--- config.mk ---
export PLATFORM = sky130hd
export DESIGN_NAME = piecewise_constant_sampler
export DESIGN_NICKNAME = d
export VERILOG_FILES = /design/src/design/pcs_pkg.sv /design/src/design/pcs_div.sv /design/src/design/piecewise_constant_sampler.sv
export SDC_FILE = /design/constraint.sdc
export NUM_CORES = 2
export LEC_CHECK = 0
export BUFFER_PORTS_ARGS = -buffer_cell sky130_fd_sc_hd__buf_2
export CORE_ASPECT_RATIO = 1.75
export CORE_MARGIN = 2
export CORE_UTILIZATION = 30
export CTS_CLUSTER_SIZE = 25
export DETAILED_ROUTE_END_ITERATION = 16
export SETUP_SLACK_MARGIN = 0.3
export SLEW_MARGIN = 20
export SYNTH_ARGS = -nofsm -noshare
export SYNTH_HDL_FRONTEND = slang
export SYNTH_SLANG_ARGS = --single-unit
--- constraint.sdc ---
create_clock -name clk -period 20.7 [get_ports clk]
set_input_delay 4.14 -clock clk [delete_from_list [all_inputs] [get_ports clk]]
set_output_delay 4.14 -clock clk [all_outputs]
set_load 0.02 [all_outputs]
--- src/design/pcs_pkg.sv ---
// Shared types and constants for the piecewise-constant sampler.
// No dependencies; used by pcs_div and piecewise_constant_sampler.
package pcs_pkg;

  localparam int unsigned DATA_W  = 32;
  localparam int unsigned PROD_W  = 2 * DATA_W;
  localparam int unsigned CFG_W   = 4;
  localparam int unsigned ENTRY_W = 4;
  localparam int unsigned IIDX_W  = 3;
  localparam int unsigned DIV_CNT_W = $clog2(DATA_W + 1);

  localparam logic CMD_WRITE  = 1'b0;
  localparam logic CMD_SAMPLE = 1'b1;

  localparam logic ST_OK    = 1'b0;
  localparam logic ST_RANGE = 1'b1;

  typedef enum logic [9:0] {
    S_IDLE = 10'b00_0000_0001,
    S_RD   = 10'b00_0000_0010,
    S_CMP  = 10'b00_0000_0100,
    S_LO   = 10'b00_0000_1000,
    S_HI   = 10'b00_0001_0000,
    S_WID  = 10'b00_0010_0000,
    S_MUL  = 10'b00_0100_0000,
    S_DST  = 10'b00_1000_0000,
    S_DIV  = 10'b01_0000_0000,
    S_DONE = 10'b10_0000_0000
  } state_t;

endpackage

--- src/design/pcs_div.sv ---
// Restoring divider, one quotient bit per cycle, 64-bit dividend by 32-bit divisor.
// Requires dividend[63:32] < divisor. Depends on pcs_pkg.
module pcs_div (
  input  logic                         clk,
  input  logic                         rst,
  input  logic                         start,
  input  logic [pcs_pkg::PROD_W-1:0]   dividend,
  input  logic [pcs_pkg::DATA_W-1:0]   divisor,
  output logic                         done,
  output logic [pcs_pkg::DATA_W-1:0]   quotient
);

  logic [pcs_pkg::DATA_W-1:0]    rem;
  logic [pcs_pkg::DATA_W-1:0]    shq;
  logic [pcs_pkg::DIV_CNT_W-1:0] cnt;
  logic                          busy;
  logic [pcs_pkg::DATA_W:0]      trial;
  logic [pcs_pkg::DATA_W:0]      diff;
  logic                          qbit;

  always_comb begin
    trial = {rem, shq[pcs_pkg::DATA_W-1]};
    diff  = trial - {1'b0, divisor};
    qbit  = !diff[pcs_pkg::DATA_W];
  end

  always_ff @(posedge clk) begin
    if (rst) begin
      busy <= 1'b0;
      done <= 1'b0;
      cnt  <= '0;
    end else begin
      done <= 1'b0;
      if (start) begin
        busy <= 1'b1;
        cnt  <= pcs_pkg::DIV_CNT_W'(pcs_pkg::DATA_W);
      end else if (busy) begin
        cnt <= cnt - 1'b1;
        if (cnt == pcs_pkg::DIV_CNT_W'(1)) begin
          busy <= 1'b0;
          done <= 1'b1;
        end
      end
    end
  end

  always_ff @(posedge clk) begin
    if (start) begin
      rem <= dividend[pcs_pkg::PROD_W-1:pcs_pkg::DATA_W];
      shq <= dividend[pcs_pkg::DATA_W-1:0];
    end else if (busy) begin
      rem <= qbit ? diff[pcs_pkg::DATA_W-1:0] : trial[pcs_pkg::DATA_W-1:0];
      shq <= {shq[pcs_pkg::DATA_W-2:0], qbit};
    end
  end

  assign quotient = shq;

endmodule

--- src/design/piecewise_constant_sampler.sv ---
// Top level of the piecewise-constant inverse-CDF sampler.
// Depends on pcs_pkg and pcs_div.
//
// Input channel (in_valid/in_ready): a beat with cmd = write stores break_value
// and prob_value at entry_index (prob is dropped at the last break index, and
// an index above MAX_INTERVALS writes nothing). A beat with cmd = sample takes
// the uniform draw p_value and returns one beat on the output channel
// (out_valid/out_ready) with sample_value, interval_index and status.
// Write beats return nothing and keep in_ready high.
// A sample that lands in interval k raises out_valid after the probability scan
// (states S_RD and S_CMP for each interval up to k), the break-point reads and
// width set-up (S_LO, S_HI, S_WID), the multiply (S_MUL), the divider start
// (S_DST), the bit-serial divider (S_DIV) and the output load (S_DONE).
// A draw not below the total probability returns status 1 after the scan. One
// sample is in flight at a time; in_ready is low from acceptance until the
// result is loaded, so the next beat can be taken in the cycle after the load.
// A finished beat waits in the output register while the receiver stalls, and
// a second result waits too. num_intervals is set through cfg_wr_en/cfg_wr_data;
// the user must write it only while idle, which the block does not enforce.
// Reset clears control state and sets num_intervals to 1; tables are unset.
module piecewise_constant_sampler #(
  parameter int unsigned MAX_INTERVALS = 8
) (
  input  logic                               clk,
  input  logic                               rst,
  input  logic                               cfg_wr_en,
  input  logic [pcs_pkg::CFG_W-1:0]          cfg_wr_data,
  input  logic                               in_valid,
  output logic                               in_ready,
  input  logic                               cmd,
  input  logic [pcs_pkg::ENTRY_W-1:0]        entry_index,
  input  logic [pcs_pkg::DATA_W-1:0]         prob_value,
  input  logic signed [pcs_pkg::DATA_W-1:0]  break_value,
  input  logic [pcs_pkg::DATA_W-1:0]         p_value,
  output logic                               out_valid,
  input  logic                               out_ready,
  output logic signed [pcs_pkg::DATA_W-1:0]  sample_value,
  output logic [pcs_pkg::IIDX_W-1:0]         interval_index,
  output logic                               status
);

  localparam int unsigned IDX_W = $clog2(MAX_INTERVALS + 1);
  localparam int unsigned PA_W  = (MAX_INTERVALS > 1) ? $clog2(MAX_INTERVALS) : 1;
  localparam int unsigned SUM_W = pcs_pkg::DATA_W + IDX_W;
  localparam int unsigned W     = pcs_pkg::DATA_W;

  logic [W-1:0] prob_mem [MAX_INTERVALS];
  logic [W-1:0] brk_mem  [MAX_INTERVALS + 1];

  pcs_pkg::state_t state;

  logic [pcs_pkg::CFG_W-1:0] num_intervals;
  logic [IDX_W-1:0]          n_use;
  logic [IDX_W-1:0]          idx;
  logic [W-1:0]              p_reg;
  logic [SUM_W-1:0]          sum;
  logic [SUM_W-1:0]          sum_next;
  logic [W-1:0]              prob_rd;
  logic [W-1:0]              brk_rd;
  logic [IDX_W-1:0]          brk_addr;
  logic [W-1:0]              rem;
  logic [W-1:0]              pr;
  logic [W-1:0]              lo;
  logic [W:0]                wid;
  logic                      neg;
  logic [W-1:0]              aw;
  logic [pcs_pkg::PROD_W-1:0] prod;
  logic                      div_start;
  logic                      div_done;
  logic [W-1:0]              quo;
  logic [W-1:0]              res_sample;
  logic [pcs_pkg::IIDX_W-1:0] res_idx;
  logic                      res_status;
  logic                      accept;
  logic                      load_out;

  assign in_ready  = (state == pcs_pkg::S_IDLE);
  assign accept    = in_valid && in_ready;
  assign div_start = (state == pcs_pkg::S_DST);
  assign load_out  = (state == pcs_pkg::S_DONE) && (!out_valid || out_ready);
  assign sum_next  = sum + SUM_W'(prob_rd);
  assign brk_addr  = (state == pcs_pkg::S_LO) ? idx : idx + 1'b1;
  assign wid       = {brk_rd[W-1], brk_rd} - {lo[W-1], lo};

  always_ff @(posedge clk) begin
    if (rst) begin
      num_intervals <= pcs_pkg::CFG_W'(1);
    end else if (cfg_wr_en) begin
      num_intervals <= cfg_wr_data;
    end
  end

  always_ff @(posedge clk) begin
    if (accept && cmd == pcs_pkg::CMD_WRITE) begin
      if (32'(entry_index) <= MAX_INTERVALS) begin
        brk_mem[IDX_W'(entry_index)] <= break_value;
      end
      if (32'(entry_index) < MAX_INTERVALS) begin
        prob_mem[PA_W'(entry_index)] <= prob_value;
      end
    end
    if (state == pcs_pkg::S_RD && idx < n_use) begin
      prob_rd <= prob_mem[PA_W'(idx)];
    end
    if (state == pcs_pkg::S_LO || state == pcs_pkg::S_HI) begin
      brk_rd <= brk_mem[brk_addr];
    end
  end

  pcs_div u_div (
    .clk      (clk),
    .rst      (rst),
    .start    (div_start),
    .dividend (prod),
    .divisor  (pr),
    .done     (div_done),
    .quotient (quo)
  );

  always_ff @(posedge clk) begin
    if (rst) begin
      state     <= pcs_pkg::S_IDLE;
      out_valid <= 1'b0;
    end else begin
      if (load_out) begin
        out_valid <= 1'b1;
      end else if (out_valid && out_ready) begin
        out_valid <= 1'b0;
      end
      case (state)
        pcs_pkg::S_IDLE: begin
          if (accept && cmd == pcs_pkg::CMD_SAMPLE) begin
            state <= pcs_pkg::S_RD;
          end
        end
        pcs_pkg::S_RD: begin
          state <= (idx < n_use) ? pcs_pkg::S_CMP : pcs_pkg::S_DONE;
        end
        pcs_pkg::S_CMP: begin
          state <= (SUM_W'(p_reg) < sum_next) ? pcs_pkg::S_LO : pcs_pkg::S_RD;
        end
        pcs_pkg::S_LO:  state <= pcs_pkg::S_HI;
        pcs_pkg::S_HI:  state <= pcs_pkg::S_WID;
        pcs_pkg::S_WID: state <= pcs_pkg::S_MUL;
        pcs_pkg::S_MUL: state <= pcs_pkg::S_DST;
        pcs_pkg::S_DST: state <= pcs_pkg::S_DIV;
        pcs_pkg::S_DIV: begin
          if (div_done) begin
            state <= pcs_pkg::S_DONE;
          end
        end
        pcs_pkg::S_DONE: begin
          if (load_out) begin
            state <= pcs_pkg::S_IDLE;
          end
        end
        default: state <= pcs_pkg::S_IDLE;
      endcase
    end
  end

  always_ff @(posedge clk) begin
    case (state)
      pcs_pkg::S_IDLE: begin
        p_reg <= p_value;
        sum   <= '0;
        idx   <= '0;
        if (32'(num_intervals) > MAX_INTERVALS) begin
          n_use <= IDX_W'(MAX_INTERVALS);
        end else begin
          n_use <= IDX_W'(num_intervals);
        end
      end
      pcs_pkg::S_RD: begin
        if (idx >= n_use) begin
          res_sample <= '0;
          res_idx    <= '0;
          res_status <= pcs_pkg::ST_RANGE;
        end
      end
      pcs_pkg::S_CMP: begin
        if (SUM_W'(p_reg) < sum_next) begin
          rem <= W'(SUM_W'(p_reg) - sum);
          pr  <= prob_rd;
        end else begin
          sum <= sum_next;
          idx <= idx + 1'b1;
        end
      end
      pcs_pkg::S_HI: begin
        lo <= brk_rd;
      end
      pcs_pkg::S_WID: begin
        neg <= wid[W];
        aw  <= wid[W] ? W'(-wid) : wid[W-1:0];
      end
      pcs_pkg::S_MUL: begin
        prod <= rem * aw;
      end
      pcs_pkg::S_DIV: begin
        if (div_done) begin
          res_sample <= neg ? lo - quo : lo + quo;
          res_idx    <= pcs_pkg::IIDX_W'(idx);
          res_status <= pcs_pkg::ST_OK;
        end
      end
      pcs_pkg::S_DONE: begin
        if (load_out) begin
          sample_value   <= res_sample;
          interval_index <= res_idx;
          status         <= res_status;
        end
      end
      default: begin
      end
    endcase
  end

  a_range_zero: assert property (@(posedge clk) disable iff (rst)
    (out_valid && status == pcs_pkg::ST_RANGE) |-> (sample_value == '0 && interval_index == '0))
    else $error("range result carries nonzero payload");

  a_div_in_state: assert property (@(posedge clk) disable iff (rst)
    div_done |-> (state == pcs_pkg::S_DIV))
    else $error("divider finished outside its state");

  a_sample_starts: assert property (@(posedge clk) disable iff (rst)
    (accept && cmd == pcs_pkg::CMD_SAMPLE) |=> (state == pcs_pkg::S_RD && !in_ready))
    else $error("sample beat did not start the scan");

  a_write_stays_idle: assert property (@(posedge clk) disable iff (rst)
    (accept && cmd == pcs_pkg::CMD_WRITE) |=> (state == pcs_pkg::S_IDLE))
    else $error("write beat left the idle state");

endmodule

==> results.py <==
metrics = {
    "clock_network": {
        "postCtsSetupBuffers": 0,
        "root_buffer": "clkbuf_16",
        "ctsHoldBuffers": 0,
        "cts_made_buffers": 85,
        "cts_tree": "yes",
        "clkTransAtPathRegs_ps": 70,
        "clk_path_buf_depth": 3,
        "clock_latency_ps": 720,
        "cts.sinks": 1036,
        "htreeDepth": 3,
        "cts.repair.resized": 0,
    },
    "routing": {
        "vias_per_cell": 4.92,
        "drc": 0,
        "dr.pass1.iters": 6,
        "wl_per_cell_um": 20.6,
        "totalWireLength_um": 218000,
        "ant_nets": 0,
        "vias": 52200,
        "first_iter_violations": 2952,
    },
    "yosys": {
        "synth_area_leaders": "edfxtp_1 (38%), fa_1 (22%), ha_1 (7.2%)",
        "syn_inst": 6947,
        "synth_seq_cells": 1036,
        "synthAdderAreaFrac_pct": 29.5,
        "synth_edf_count": 1013,
        "synth_top_family_by_area": "adder cells",
        "avgSynthCellArea_um2": 11.6,
        "synth_nets": 8419,
        "ys_seq_area_share_pct": 38.3,
        "synthDistinctLibCells": 85,
        "synthFlopType": "edfxtp_1",
        "synth_simple_gate_area_share_pct": 11.7,
        "async_flop_share_pct": 0,
        "synth_area_mm2": 0.0806,
        "synth_top_area_share_pct": 37.7,
        "synth_compound_area_share_pct": 6.66,
        "yosys_warnings": 0,
        "yosys.area.top_type": "edfxtp_1",
        "synth.area.mux_share_pct": 4.57,
        "synth_xor_area_share_pct": 2.88,
    },
    "finish": {
        "fin_util_pct": 33.1,
        "area_growth_pct": 9.81,
        "drive_gt1_share_pct": 8.66,
        "final_nets": 8445,
        "final-instance-count-excl-fill": 10600,
        "reg_top3": "brk_mem: 288 flops, prob_mem: 256 flops, prod: 64 flops",
        "top_register": "brk_mem",
        "largest_register_ffs": 288,
    },
    "timing": {
        "rsz0062_at_grt": "no",
        "fin_skew_ps": 50.1,
        "tightest_slew_ps": 1210,
        "max_slew_margin_pct": 19.0,
        "worst_slack_ps": 11410,
        "fin_tns_setup_ps": 0,
        "drv_slew": 0,
        "setup_violations": 0,
        "period_minus_slack_ps": 9290,
        "finalCritPeriodShare_pct": 44.9,
        "max_freq_mhz": 108,
        "hold_viol": 0,
    },
    "die": {
        "die_h_um": 690,
        "coreArea_mm2": 0.267,
        "pin_count": 148,
        "initial_core_util_pct": 30.2,
        "die_w_um": 396,
        "die_area_mm2": 0.273,
        "fp-row-count": 251,
    },
    "status": {
        "status": "complete, no violations",
    },
    "global_routing": {
        "grtUsageTotal_pct": 16.0,
        "antenna_found_initial": 30,
        "grt_pass1_wl_um": 338000,
        "grt.overflow.total": 0,
        "grt_pass1_vias": 58100,
        "grt_max_degree": 69,
    },
    "placement": {
        "routabilityCongestion": 0.929,
        "hpwl_um": 167000,
        "dpl.cell_count": 10400,
        "portBuffers": 147,
        "dp_slack_ps": 11610,
    },
    "critical_path": {
        "crit_family": "adder cells",
        "end_kind": "register",
        "slowest_stage": "edfxtp_1",
        "path_cells": "and2_1, fa_1, fa_1, fa_1, inv_1, fa_1, inv_1, fa_1, fa_1, fa_1, fa_1, ha_1, a21o_1, a21o_1, a21oi_1, o211ai_1, a31oi_1, o21ai_0, a21oi_1, o31ai_1, a21oi_1, o21ai_0, xor2_1",
        "start_kind": "register",
        "crit_fanout": 32,
        "crit_type": "register to register",
        "cpPeakStageDelay_ps": 1110,
        "critPathBufInv": 2,
        "crit_arrival_ps": 9710,
        "worstPathRequired_ps": 21120,
        "crit_top_cell": "fa_1",
    },
    "pwr": {
        "leakage_nw": 36.5,
        "ir_worst_vdd_mv": 0.0697,
        "powerDensity_mw_per_mm2": 81.4,
    },
    "worst_hold_path": {
        "hold_path_class": "register to register",
    },
    "flow_run": {
        "cap_violations": 0,
    },
}
[cells in the final DEF, fill, tap and decap left out, types with 61 or more instances in the layout]
cell type  count
buf_4        111
mux4_2       128
ha_1         461
a21oi_1      274
o21ai_0      143
a21o_1       123
edfxtp_1    1013
xnor2_1      165
nand3_1       61
clkbuf_16     85
inv_1       1017
buf_2        147
and2_1       608
nor2_1       280
xor2_1        94
fa_1         901
nand2_1      671
[cells in the mapped netlist (44+ instances only)]
master and count:
nand2_1 671, ha_1 461, a31oi_1 44, xor2_1 97, edfxtp_1 1013, nor2_1 289, mux4_2 128, nand3_1 61
xnor2_1 166, inv_1 1019, fa_1 901, a21o_1 123, nor3_1 62, o21ai_0 143, a21oi_1 274, clkbuf_1 298
and2_1 609
[where the power goes]
part | leakage, nW | total, mW | switching [mW] | internal [mW]
Combinational | 25.7 | 2.90 | 1.71 | 1.18
Clock | 1.38 | 1.72 | 0.804 | 0.918
Sequential | 9.47 | 2.59 | 0.0692 | 2.52
[metal layers]
layer | part of all wire (%) | global-route usage (%) | routed length, um | vias to the layer above
li1 | - | - | - | 23100
met1 | 33 | 15.7 | 72400 | 26900
met2 | 56 | 31.8 | 123000 | 1450
met3 | 3.7 | 1.69 | 8000 | 685
met4 | 6.8 | 9.92 | 14900 | 16
met5 | 0.055 | 0 | 119 | -
[cell families (layout without fill, tap and decap cells)]
logic type / after synthesis / after routing
AND/OR/NAND/NOR: 1905 / 1905
XOR/XNOR: 264 / 264
other: 0 / 8
buffers and inverters: 1342 / 1435
AO/OA/AOI/OAI: 835 / 835
multiplexers: 203 / 203
adder cells (fa/ha/maj): 1362 / 1362
flip-flops: 1036 / 1036
[stage by stage]
step                      total power [mW]  hold WS [ps]  area, um2
after floorplan                       4.65           400      80600
after global placement                5.47           404      85600
after detailed placement              5.51           405      85600
after CTS                             7.26           419      88400
after global routing                  7.60           436      88500
final                                 7.21           417      88500
[path summary, 6_finish.rpt]
path                                 to  cells after the start                          from  slack (ps)
max                  prod[62]$_DFFE_PP_                     23               aw[7]$_DFFE_PP_       11410
min          sample_value[10]$_DFFE_PP_                      0  res_sample[10]$_SDFFCE_PP0P_         420
max reg2reg          prod[62]$_DFFE_PP_                     23               aw[7]$_DFFE_PP_       11410
min reg2reg  sample_value[10]$_DFFE_PP_                      0  res_sample[10]$_SDFFCE_PP0P_         420
[cell type report]
type | count | area, um2
diodes | 8 | 20.0
repair buffers | 261 | 1630
inverters | 1020 | 3830
flip-flops and latches | 1036 | 30900
clock inverters | 58 | 694
fillers | 26400 | 179000
multi-input cells | 4569 | 44900
well taps | 3542 | 4430
clock buffers | 96 | 2170
No activity file was read; power rests on OpenSTA's default activity.
